### src/sv/grs_pkg.sv
`timescale 1ns / 1ps
// shared constants and controller/datapath interface types for the group rank scorer
// no dependencies

package grs_pkg;

    localparam int MAX_GROUP_DEF  = 32;
    localparam int VALUE_W        = 32;
    localparam int SIZE_W         = 6;
    localparam int SCORE_W        = 6;
    localparam int POS_W          = 5;
    localparam int OUT_TDATA_W    = 16;

    localparam logic [SIZE_W-1:0] GROUP_SIZE_RST = SIZE_W'(20);

    // commands from the controller to the datapath
    typedef struct packed {
        logic store;
        logic cfg_wr;
        logic fetch;
        logic capture;
        logic scan;
        logic emit;
    } grs_cmd_t;

    // status from the datapath to the controller
    typedef struct packed {
        logic full;
        logic j_done;
        logic i_last;
        logic out_free;
    } grs_sts_t;

endpackage

### src/sv/grs_ram.sv
`timescale 1ns / 1ps
// generic single-write, single-read ram with registered read data
// no dependencies

module grs_ram #(
    parameter int WIDTH = 32,
    parameter int DEPTH = 32
) (
    input  logic                     clk,
    input  logic                     we,
    input  logic [$clog2(DEPTH)-1:0] waddr,
    input  logic [WIDTH-1:0]         wdata,
    input  logic [$clog2(DEPTH)-1:0] raddr,
    output logic [WIDTH-1:0]         rdata
);

    logic [WIDTH-1:0] mem [DEPTH];

    always_ff @(posedge clk)
    begin
        if (we)
        begin
            mem[waddr] <= wdata;
        end
        rdata <= mem[raddr];
    end

endmodule

### src/sv/grs_datapath.sv
`timescale 1ns / 1ps
// datapath: group size register, value store, counters, rank accumulator, output register
// depends on grs_pkg and grs_ram

module grs_datapath
    import grs_pkg::*;
#(
    parameter int MAX_GROUP = MAX_GROUP_DEF
) (
    input  logic                   clk,
    input  logic                   rst_n,
    input  grs_cmd_t               cmd,
    output grs_sts_t               sts,
    input  logic [SIZE_W-1:0]      cfg_data,
    input  logic [VALUE_W-1:0]     value,
    input  logic                   out_ready,
    output logic                   out_valid,
    output logic [SCORE_W-1:0]     score,
    output logic [POS_W-1:0]       position,
    output logic                   group_end
);

    localparam int IDX_W = $clog2(MAX_GROUP);
    localparam int CNT_W = $clog2(MAX_GROUP + 1);

    logic [SIZE_W-1:0]  gs_reg;
    logic [CNT_W-1:0]   load_cnt_reg;
    logic [CNT_W-1:0]   load_inc;
    logic [IDX_W-1:0]   i_cnt_reg;
    logic [CNT_W-1:0]   j_cnt_reg;
    logic [CNT_W-1:0]   rank_reg;
    logic [VALUE_W-1:0] vi_reg;
    logic [CNT_W-1:0]   n;
    logic [CNT_W-1:0]   diff;
    logic [IDX_W-1:0]   raddr;
    logic [VALUE_W-1:0] rdata;
    logic               outv_reg;
    logic [SCORE_W-1:0] score_reg;
    logic [POS_W-1:0]   pos_reg;
    logic               last_reg;

    // zero acts as one, anything above the store depth is clamped
    always_comb
    begin
        if (gs_reg == '0)
        begin
            n = CNT_W'(1);
        end
        else if (32'(gs_reg) > MAX_GROUP)
        begin
            n = CNT_W'(MAX_GROUP);
        end
        else
        begin
            n = CNT_W'(gs_reg);
        end
    end

    assign load_inc = load_cnt_reg + CNT_W'(1);
    assign diff     = n - rank_reg;

    always_comb
    begin
        if (cmd.fetch)
        begin
            raddr = i_cnt_reg;
        end
        else if (cmd.capture)
        begin
            raddr = '0;
        end
        else
        begin
            raddr = j_cnt_reg[IDX_W-1:0];
        end
    end

    grs_ram #(
        .WIDTH (VALUE_W),
        .DEPTH (MAX_GROUP)
    ) u_store (
        .clk   (clk),
        .we    (cmd.store),
        .waddr (load_cnt_reg[IDX_W-1:0]),
        .wdata (value),
        .raddr (raddr),
        .rdata (rdata)
    );

    always_ff @(posedge clk or negedge rst_n)
    begin
        if (!rst_n)
        begin
            gs_reg       <= GROUP_SIZE_RST;
            load_cnt_reg <= '0;
            i_cnt_reg    <= '0;
            j_cnt_reg    <= '0;
            rank_reg     <= '0;
            outv_reg     <= 1'b0;
        end
        else
        begin
            if (cmd.cfg_wr)
            begin
                gs_reg       <= cfg_data;
                load_cnt_reg <= '0;
            end
            else if (cmd.store)
            begin
                if (sts.full)
                begin
                    load_cnt_reg <= '0;
                    i_cnt_reg    <= '0;
                end
                else
                begin
                    load_cnt_reg <= load_inc;
                end
            end

            if (cmd.capture)
            begin
                j_cnt_reg <= CNT_W'(1);
                rank_reg  <= '0;
            end
            else if (cmd.scan)
            begin
                // rdata holds the entry addressed in the previous cycle
                j_cnt_reg <= j_cnt_reg + CNT_W'(1);
                if ($signed(rdata) < $signed(vi_reg))
                begin
                    rank_reg <= rank_reg + CNT_W'(1);
                end
            end

            if (cmd.emit)
            begin
                outv_reg  <= 1'b1;
                i_cnt_reg <= i_cnt_reg + IDX_W'(1);
            end
            else if (outv_reg && out_ready)
            begin
                outv_reg <= 1'b0;
            end
        end
    end

    always_ff @(posedge clk)
    begin
        if (cmd.capture)
        begin
            vi_reg <= rdata;
        end
        if (cmd.emit)
        begin
            score_reg <= SCORE_W'(diff);
            pos_reg   <= POS_W'(i_cnt_reg);
            last_reg  <= sts.i_last;
        end
    end

    assign sts.full     = (load_inc == n);
    assign sts.j_done   = (j_cnt_reg == n);
    assign sts.i_last   = (CNT_W'(i_cnt_reg) == (n - CNT_W'(1)));
    assign sts.out_free = !outv_reg || out_ready;

    assign out_valid = outv_reg;
    assign score     = score_reg;
    assign position  = pos_reg;
    assign group_end = last_reg;

endmodule

### src/sv/grs_ctrl.sv
`timescale 1ns / 1ps
// controller: sequences loading, per-value rank scan and result hand-off
// depends on grs_pkg

module grs_ctrl
    import grs_pkg::*;
(
    input  logic     clk,
    input  logic     rst_n,
    input  logic     in_valid,
    output logic     in_ready,
    input  logic     cfg_valid,
    output logic     cfg_ready,
    input  grs_sts_t sts,
    output grs_cmd_t cmd
);

    typedef enum logic [2:0] {
        ST_IDLE,
        ST_FETCH,
        ST_CAPT,
        ST_SCAN,
        ST_EMIT
    } state_t;

    state_t state_reg;
    state_t state_next;

    always_comb
    begin
        state_next  = state_reg;
        cmd         = '0;
        in_ready    = 1'b0;
        cfg_ready   = 1'b0;
        case (state_reg)
            ST_IDLE:
            begin
                cfg_ready   = 1'b1;
                // a register write takes precedence over a value request
                in_ready    = !cfg_valid;
                cmd.cfg_wr  = cfg_valid;
                cmd.store   = in_valid && !cfg_valid;
                if (cmd.store && sts.full)
                begin
                    state_next = ST_FETCH;
                end
            end
            ST_FETCH:
            begin
                cmd.fetch  = 1'b1;
                state_next = ST_CAPT;
            end
            ST_CAPT:
            begin
                cmd.capture = 1'b1;
                state_next  = ST_SCAN;
            end
            ST_SCAN:
            begin
                cmd.scan = 1'b1;
                if (sts.j_done)
                begin
                    state_next = ST_EMIT;
                end
            end
            ST_EMIT:
            begin
                if (sts.out_free)
                begin
                    cmd.emit   = 1'b1;
                    state_next = sts.i_last ? ST_IDLE : ST_FETCH;
                end
            end
            default:
            begin
                state_next = ST_IDLE;
            end
        endcase
    end

    always_ff @(posedge clk or negedge rst_n)
    begin
        if (!rst_n)
        begin
            state_reg <= ST_IDLE;
        end
        else
        begin
            state_reg <= state_next;
        end
    end

endmodule

### src/sv/group_rank_scorer_core.sv
`timescale 1ns / 1ps
// group rank scorer: buffers a group of signed values, emits modified competition-rank scores
// depends on grs_pkg, grs_ctrl, grs_datapath, grs_ram
// throughput: one value request per cycle while loading, unless a register write is pending;
//   no value is taken again until the group's last result is emitted; each result passes
//   through fetch, capture, n compare reads on the single store read port, emit (n = group size)
// reset: group_size returns to 20 and the load count to zero; store contents stay undefined

module group_rank_scorer_core
    import grs_pkg::*;
#(
    parameter int MAX_GROUP = MAX_GROUP_DEF
) (
    input  logic                   clk,
    input  logic                   rst_n,
    input  logic                   cfg_valid,
    output logic                   cfg_ready,
    input  logic [SIZE_W-1:0]      cfg_data,       // group_size
    input  logic                   s_axis_tvalid,
    output logic                   s_axis_tready,
    input  logic [VALUE_W-1:0]     s_axis_tdata,   // [31:0] value
    output logic                   m_axis_tvalid,
    input  logic                   m_axis_tready,
    output logic [OUT_TDATA_W-1:0] m_axis_tdata,   // [5:0] score, [10:6] position, rest zero
    output logic                   m_axis_tlast
);

    grs_cmd_t           cmd;
    grs_sts_t           sts;
    logic [SCORE_W-1:0] score;
    logic [POS_W-1:0]   position;

    grs_ctrl u_ctrl (
        .clk       (clk),
        .rst_n     (rst_n),
        .in_valid  (s_axis_tvalid),
        .in_ready  (s_axis_tready),
        .cfg_valid (cfg_valid),
        .cfg_ready (cfg_ready),
        .sts       (sts),
        .cmd       (cmd)
    );

    grs_datapath #(
        .MAX_GROUP (MAX_GROUP)
    ) u_datapath (
        .clk       (clk),
        .rst_n     (rst_n),
        .cmd       (cmd),
        .sts       (sts),
        .cfg_data  (cfg_data),
        .value     (s_axis_tdata),
        .out_ready (m_axis_tready),
        .out_valid (m_axis_tvalid),
        .score     (score),
        .position  (position),
        .group_end (m_axis_tlast)
    );

    assign m_axis_tdata = {{(OUT_TDATA_W - SCORE_W - POS_W){1'b0}}, position, score};

endmodule
### config.mk
export PLATFORM = sky130hd
export DESIGN_NAME = group_rank_scorer_core
export DESIGN_NICKNAME = d
export VERILOG_FILES = /design/src/sv/grs_pkg.sv /design/src/sv/grs_ram.sv /design/src/sv/grs_datapath.sv /design/src/sv/grs_ctrl.sv /design/src/sv/group_rank_scorer_core.sv
export SDC_FILE = /design/constraint.sdc
export NUM_CORES = 1
export LEC_CHECK = 0
export ABC_CLOCK_PERIOD_IN_PS = 5100
export BUFFER_PORTS_ARGS = -buffer_cell sky130_fd_sc_hd__buf_4
export CAP_MARGIN = 20
export CORE_MARGIN = 1.5
export CORE_UTILIZATION = 65
export CTS_BUF_LIST = sky130_fd_sc_hd__clkbuf_8
export DETAILED_ROUTE_END_ITERATION = 10
export GPL_TIMING_DRIVEN = 0
export PLACE_DENSITY = 0.81
export SLEW_MARGIN = 20
export SYNTH_ARGS = -nofsm -noshare
export SYNTH_HDL_FRONTEND = slang
export SYNTH_SLANG_ARGS = --single-unit
export TNS_END_PERCENT = 100
### constraint.sdc
create_clock -name clk -period 5.1 [get_ports clk]
set_clock_uncertainty 0.2 [all_clocks]
set_input_delay 0.765 -clock clk [delete_from_list [all_inputs] [get_ports clk]]
set_output_delay 0.765 -clock clk [all_outputs]
set_load 0.005 [all_outputs]
==> results.py <==
metrics = {
    "min_path": {
        "whs_path_depth": 3,
        "min-delay-path-class": "in -> reg",
    },
    "yosys": {
        "synth_area_um2": 44000,
        "postSynth.asyncResetShare_pct": 2.91,
        "synth_seq_cells": 1133,
        "synth_area_per_cell_um2": 17.9,
        "seq_area_frac_synth_pct": 76.2,
        "synthCells": 2454,
        "ys_types": 63,
        "synthFlopType": "edfxtp_1",
        "synth-edff-count": 1068,
        "synth_warnings": 0,
    },
    "worst_setup_path": {
        "max_stage_delay_ns": 0.92,
        "crit_path_top_delay_cell": "nor4_2",
        "cp.required_ns": 5.40,
        "path_cells": "clkbuf_1 > nor4_2 > nand2_1 > nor2_4 > buf_12",
        "criticalPathCategory": "reg -> reg",
        "crit_arrival_ns": 4.37,
        "endpoint_kind": "flip-flop",
        "crit_fanout": 17,
        "reg2regPathDepth": 5,
        "cp-start-kind": "flip-flop",
    },
    "die": {
        "core-area_um2": 67000,
        "dieArea_um2": 69300,
        "initial_core_util_pct": 65.7,
        "dieWidth_um": 263,
        "core.rowCount": 95,
        "ios": 63,
        "die_h_um": 263,
    },
    "final_layout": {
        "area_delta_synth_final_pct": 13.5,
        "largest_reg_flops": 1024,
        "final_cell_mix": "1068 x edfxtp_1, 365 x nand2_1, 194 x clkbuf_8",
        "fillers": 3605,
        "final_common_cell": "edfxtp_1",
        "nNetsFinal": 2818,
        "multi_input_area_um2": 9810,
        "regArea_um2": 33500,
        "final_layout_size_suffix_gt1_share_pct": 20.9,
    },
    "clock_network": {
        "clock_latency_ns": 0.84,
        "path_clk_slew_ns": 0.07,
        "cts_root_buffer": "clkbuf_8",
        "cts_sinks": 1133,
        "numCtsBuffers": 169,
        "htree_levels": 4,
        "cts_tree": "yes",
        "clockBufferDepth": 3,
    },
    "drt": {
        "routed_wl_mm": 112,
        "antenna_left": 0,
        "viasPerCell": 6.76,
        "dr.pass1.iters": 6,
        "drc_errors": 0,
        "wl_per_cell_um": 29.8,
        "drt_iter0_markers": 3582,
        "vias": 25300,
    },
    "global_routing": {
        "antenna_found_initial": 3,
        "grt-ovfl-total": 0,
        "grt_max_degree": 34,
        "grt_pass1_vias": 25700,
        "grt_pass1_wl_mm": 162,
        "grt_usage_pct": 32.7,
    },
    "placement": {
        "hpwl_mm": 73.1,
        "gp_congestion": 0.863,
        "pre_cts_slack_ns": 0.964,
        "io_buffers": 57,
    },
    "run_status": {
        "status": "finished clean",
    },
    "timing": {
        "max_freq_mhz": 246,
        "finalHoldViolations": 0,
        "maxSlewViolCount": 0,
        "post-route-min-period_ns": 4.07,
        "rsz0062_at_grt": "false",
        "fin_crit_sh_pct": 79.8,
        "slew-limit-headroom_pct": 24.5,
        "setup_slack_ns": 1.03,
        "setup_violations": 0,
        "tightest_slew_ns": 1.13,
    },
    "power_and_ir_drop": {
        "p_leak_nw": 16.9,
        "finalPower_w": 0.0268,
        "vdd_drop_max_mv": 0.371,
        "powerDensity_nw_per_um2": 537,
    },
    "run": {
        "max_cap_viol_count": 0,
    },
}
==> where the power goes <==
group | leakage, nW | internal [W] | switching, W
registers | 10.3 | 0.0105 | 0.000212
logic | 4.78 | 0.00335 | 0.00577
clock network | 1.86 | 0.00356 | 0.00341
total | 16.9 | 0.0174 | 0.00939
==> routing by layer <==
| metal | up-vias | GRT usage [%] | wire (µm) |
|---|---|---|---|
| met5 | - | 0 | 8 |
| met4 | 2 | 17.0 | 5590 |
| met3 | 349 | 7.89 | 13300 |
| met2 | 1900 | 51.4 | 53000 |
| met1 | 12700 | 43.2 | 39700 |
| li1 | 10400 | - | - |
==> synthesized netlist by cell type (3+ instances only) <==
master | n | area, µm²
edfxtp_1 | 1068 | 32100
nand2_1 | 365 | 1370
mux2i_1 | 131 | 1310
a32oi_1 | 128 | 1120
mux4_2 | 128 | 2880
buf_2 | 62 | 310
nor2_1 | 59 | 221
inv_1 | 47 | 176
ha_1 | 44 | 551
nand4_1 | 41 | 257
clkbuf_1 | 34 | 128
o22ai_1 | 34 | 213
a311oi_1 | 32 | 280
dfxtp_1 | 32 | 641
dfrtp_1 | 31 | 776
o21ai_0 | 24 | 120
buf_4 | 23 | 173
a21oi_1 | 18 | 90.1
xnor2_1 | 14 | 123
xor2_1 | 14 | 123
buf_6 | 12 | 135
nor3_1 | 11 | 55.1
mux2_2 | 9 | 101
nand3_1 | 9 | 45.0
nor3_2 | 8 | 80.1
a21o_1 | 6 | 45.0
nand2b_1 | 6 | 37.5
nor2b_1 | 5 | 31.3
a22oi_1 | 4 | 30.0
o211ai_1 | 4 | 30.0
a31oi_1 | 3 | 18.8
nand3b_1 | 3 | 22.5
or3_1 | 3 | 18.8
or4_1 | 3 | 22.5
==> area by class of cell <==
type,count,area share (%)
antenna,2,0.0100
buffer,132,1.50
timing repair buffer,101,2.78
sequential,1133,67.1
clock inverter,115,1.07
multi-input combinational,1146,19.6
tap,873,2.19
inverter,47,0.353
clock buffer,194,5.34
==> path summary, 6_finish.rpt <==
check | startpoint | endpoint | slack, ns
worst min-delay path | m_axis_tready | u_datapath.out_valid$_DFFE_PN0P_ | 0.05
max in group asynchronous | rst_n | u_datapath.rank_reg[4]$_DFFE_PN0P_ | 4.13
worst max-delay path | u_ctrl.state_reg[1]$_DFFE_PN0P_ | u_datapath.u_store.mem[30][14]$_DFFE_PP_ | 1.03
min in group asynchronous | rst_n | u_datapath.j_cnt_reg[5]$_DFFE_PN0P_ | 0.22
worst min register to register | u_datapath.u_store.rdata[12]$_DFF_P_ | u_datapath.vi_reg[12]$_DFFE_PP_ | 0.25
worst max register to register | u_ctrl.state_reg[1]$_DFFE_PN0P_ | u_datapath.u_store.mem[30][14]$_DFFE_PP_ | 1.03
==> cells by family (layout without fill, tap and decap cells) <==
kind of cell	count (synthesis)	count (layout)	share of synthesized area, %
compound gates	270	270	4.82
other cells	1	7	0.00852
mux	268	268	9.76
flops	1133	1133	76.2
buf+inv	179	589	2.10
fa+ha+maj	45	45	1.30
xor+xnor	28	28	0.557
simple gates	530	530	5.26
==> worst max-delay path, delay by kind of cell, from the launching register on <==
kind / cells / cell delay, ns
and+or+nand+nor: 3 / 2.52
DFF: 1 / 0.44
buffers and inverters: 2 / 0.53
==> per-stage QoR <==
stage,util [%],cell area (µm²),TNS [ns],instances,hold slack (ns)
6_report,74.5,50000,0,3743,0.0540
5_1_grt,74.5,50000,0,3742,0.0887
4_1_cts,74.5,50000,0,3741,0.0306
3_5_place_dp,69.6,46700,0,3425,0.231
3_3_place_gp,67.9,45600,-574.07,3388,0.221
2_1_floorplan,-,44000,0,2458,0.209
==> what timing repair did <==
item | 4_1_cts | 5_1_grt
hold buffers | 7 | 0
hold endpoints to repair | 39 | 0
setup buffers | 0 | 0
gates resized for setup | 0 | 0
(Power assumes the default switching activity.)
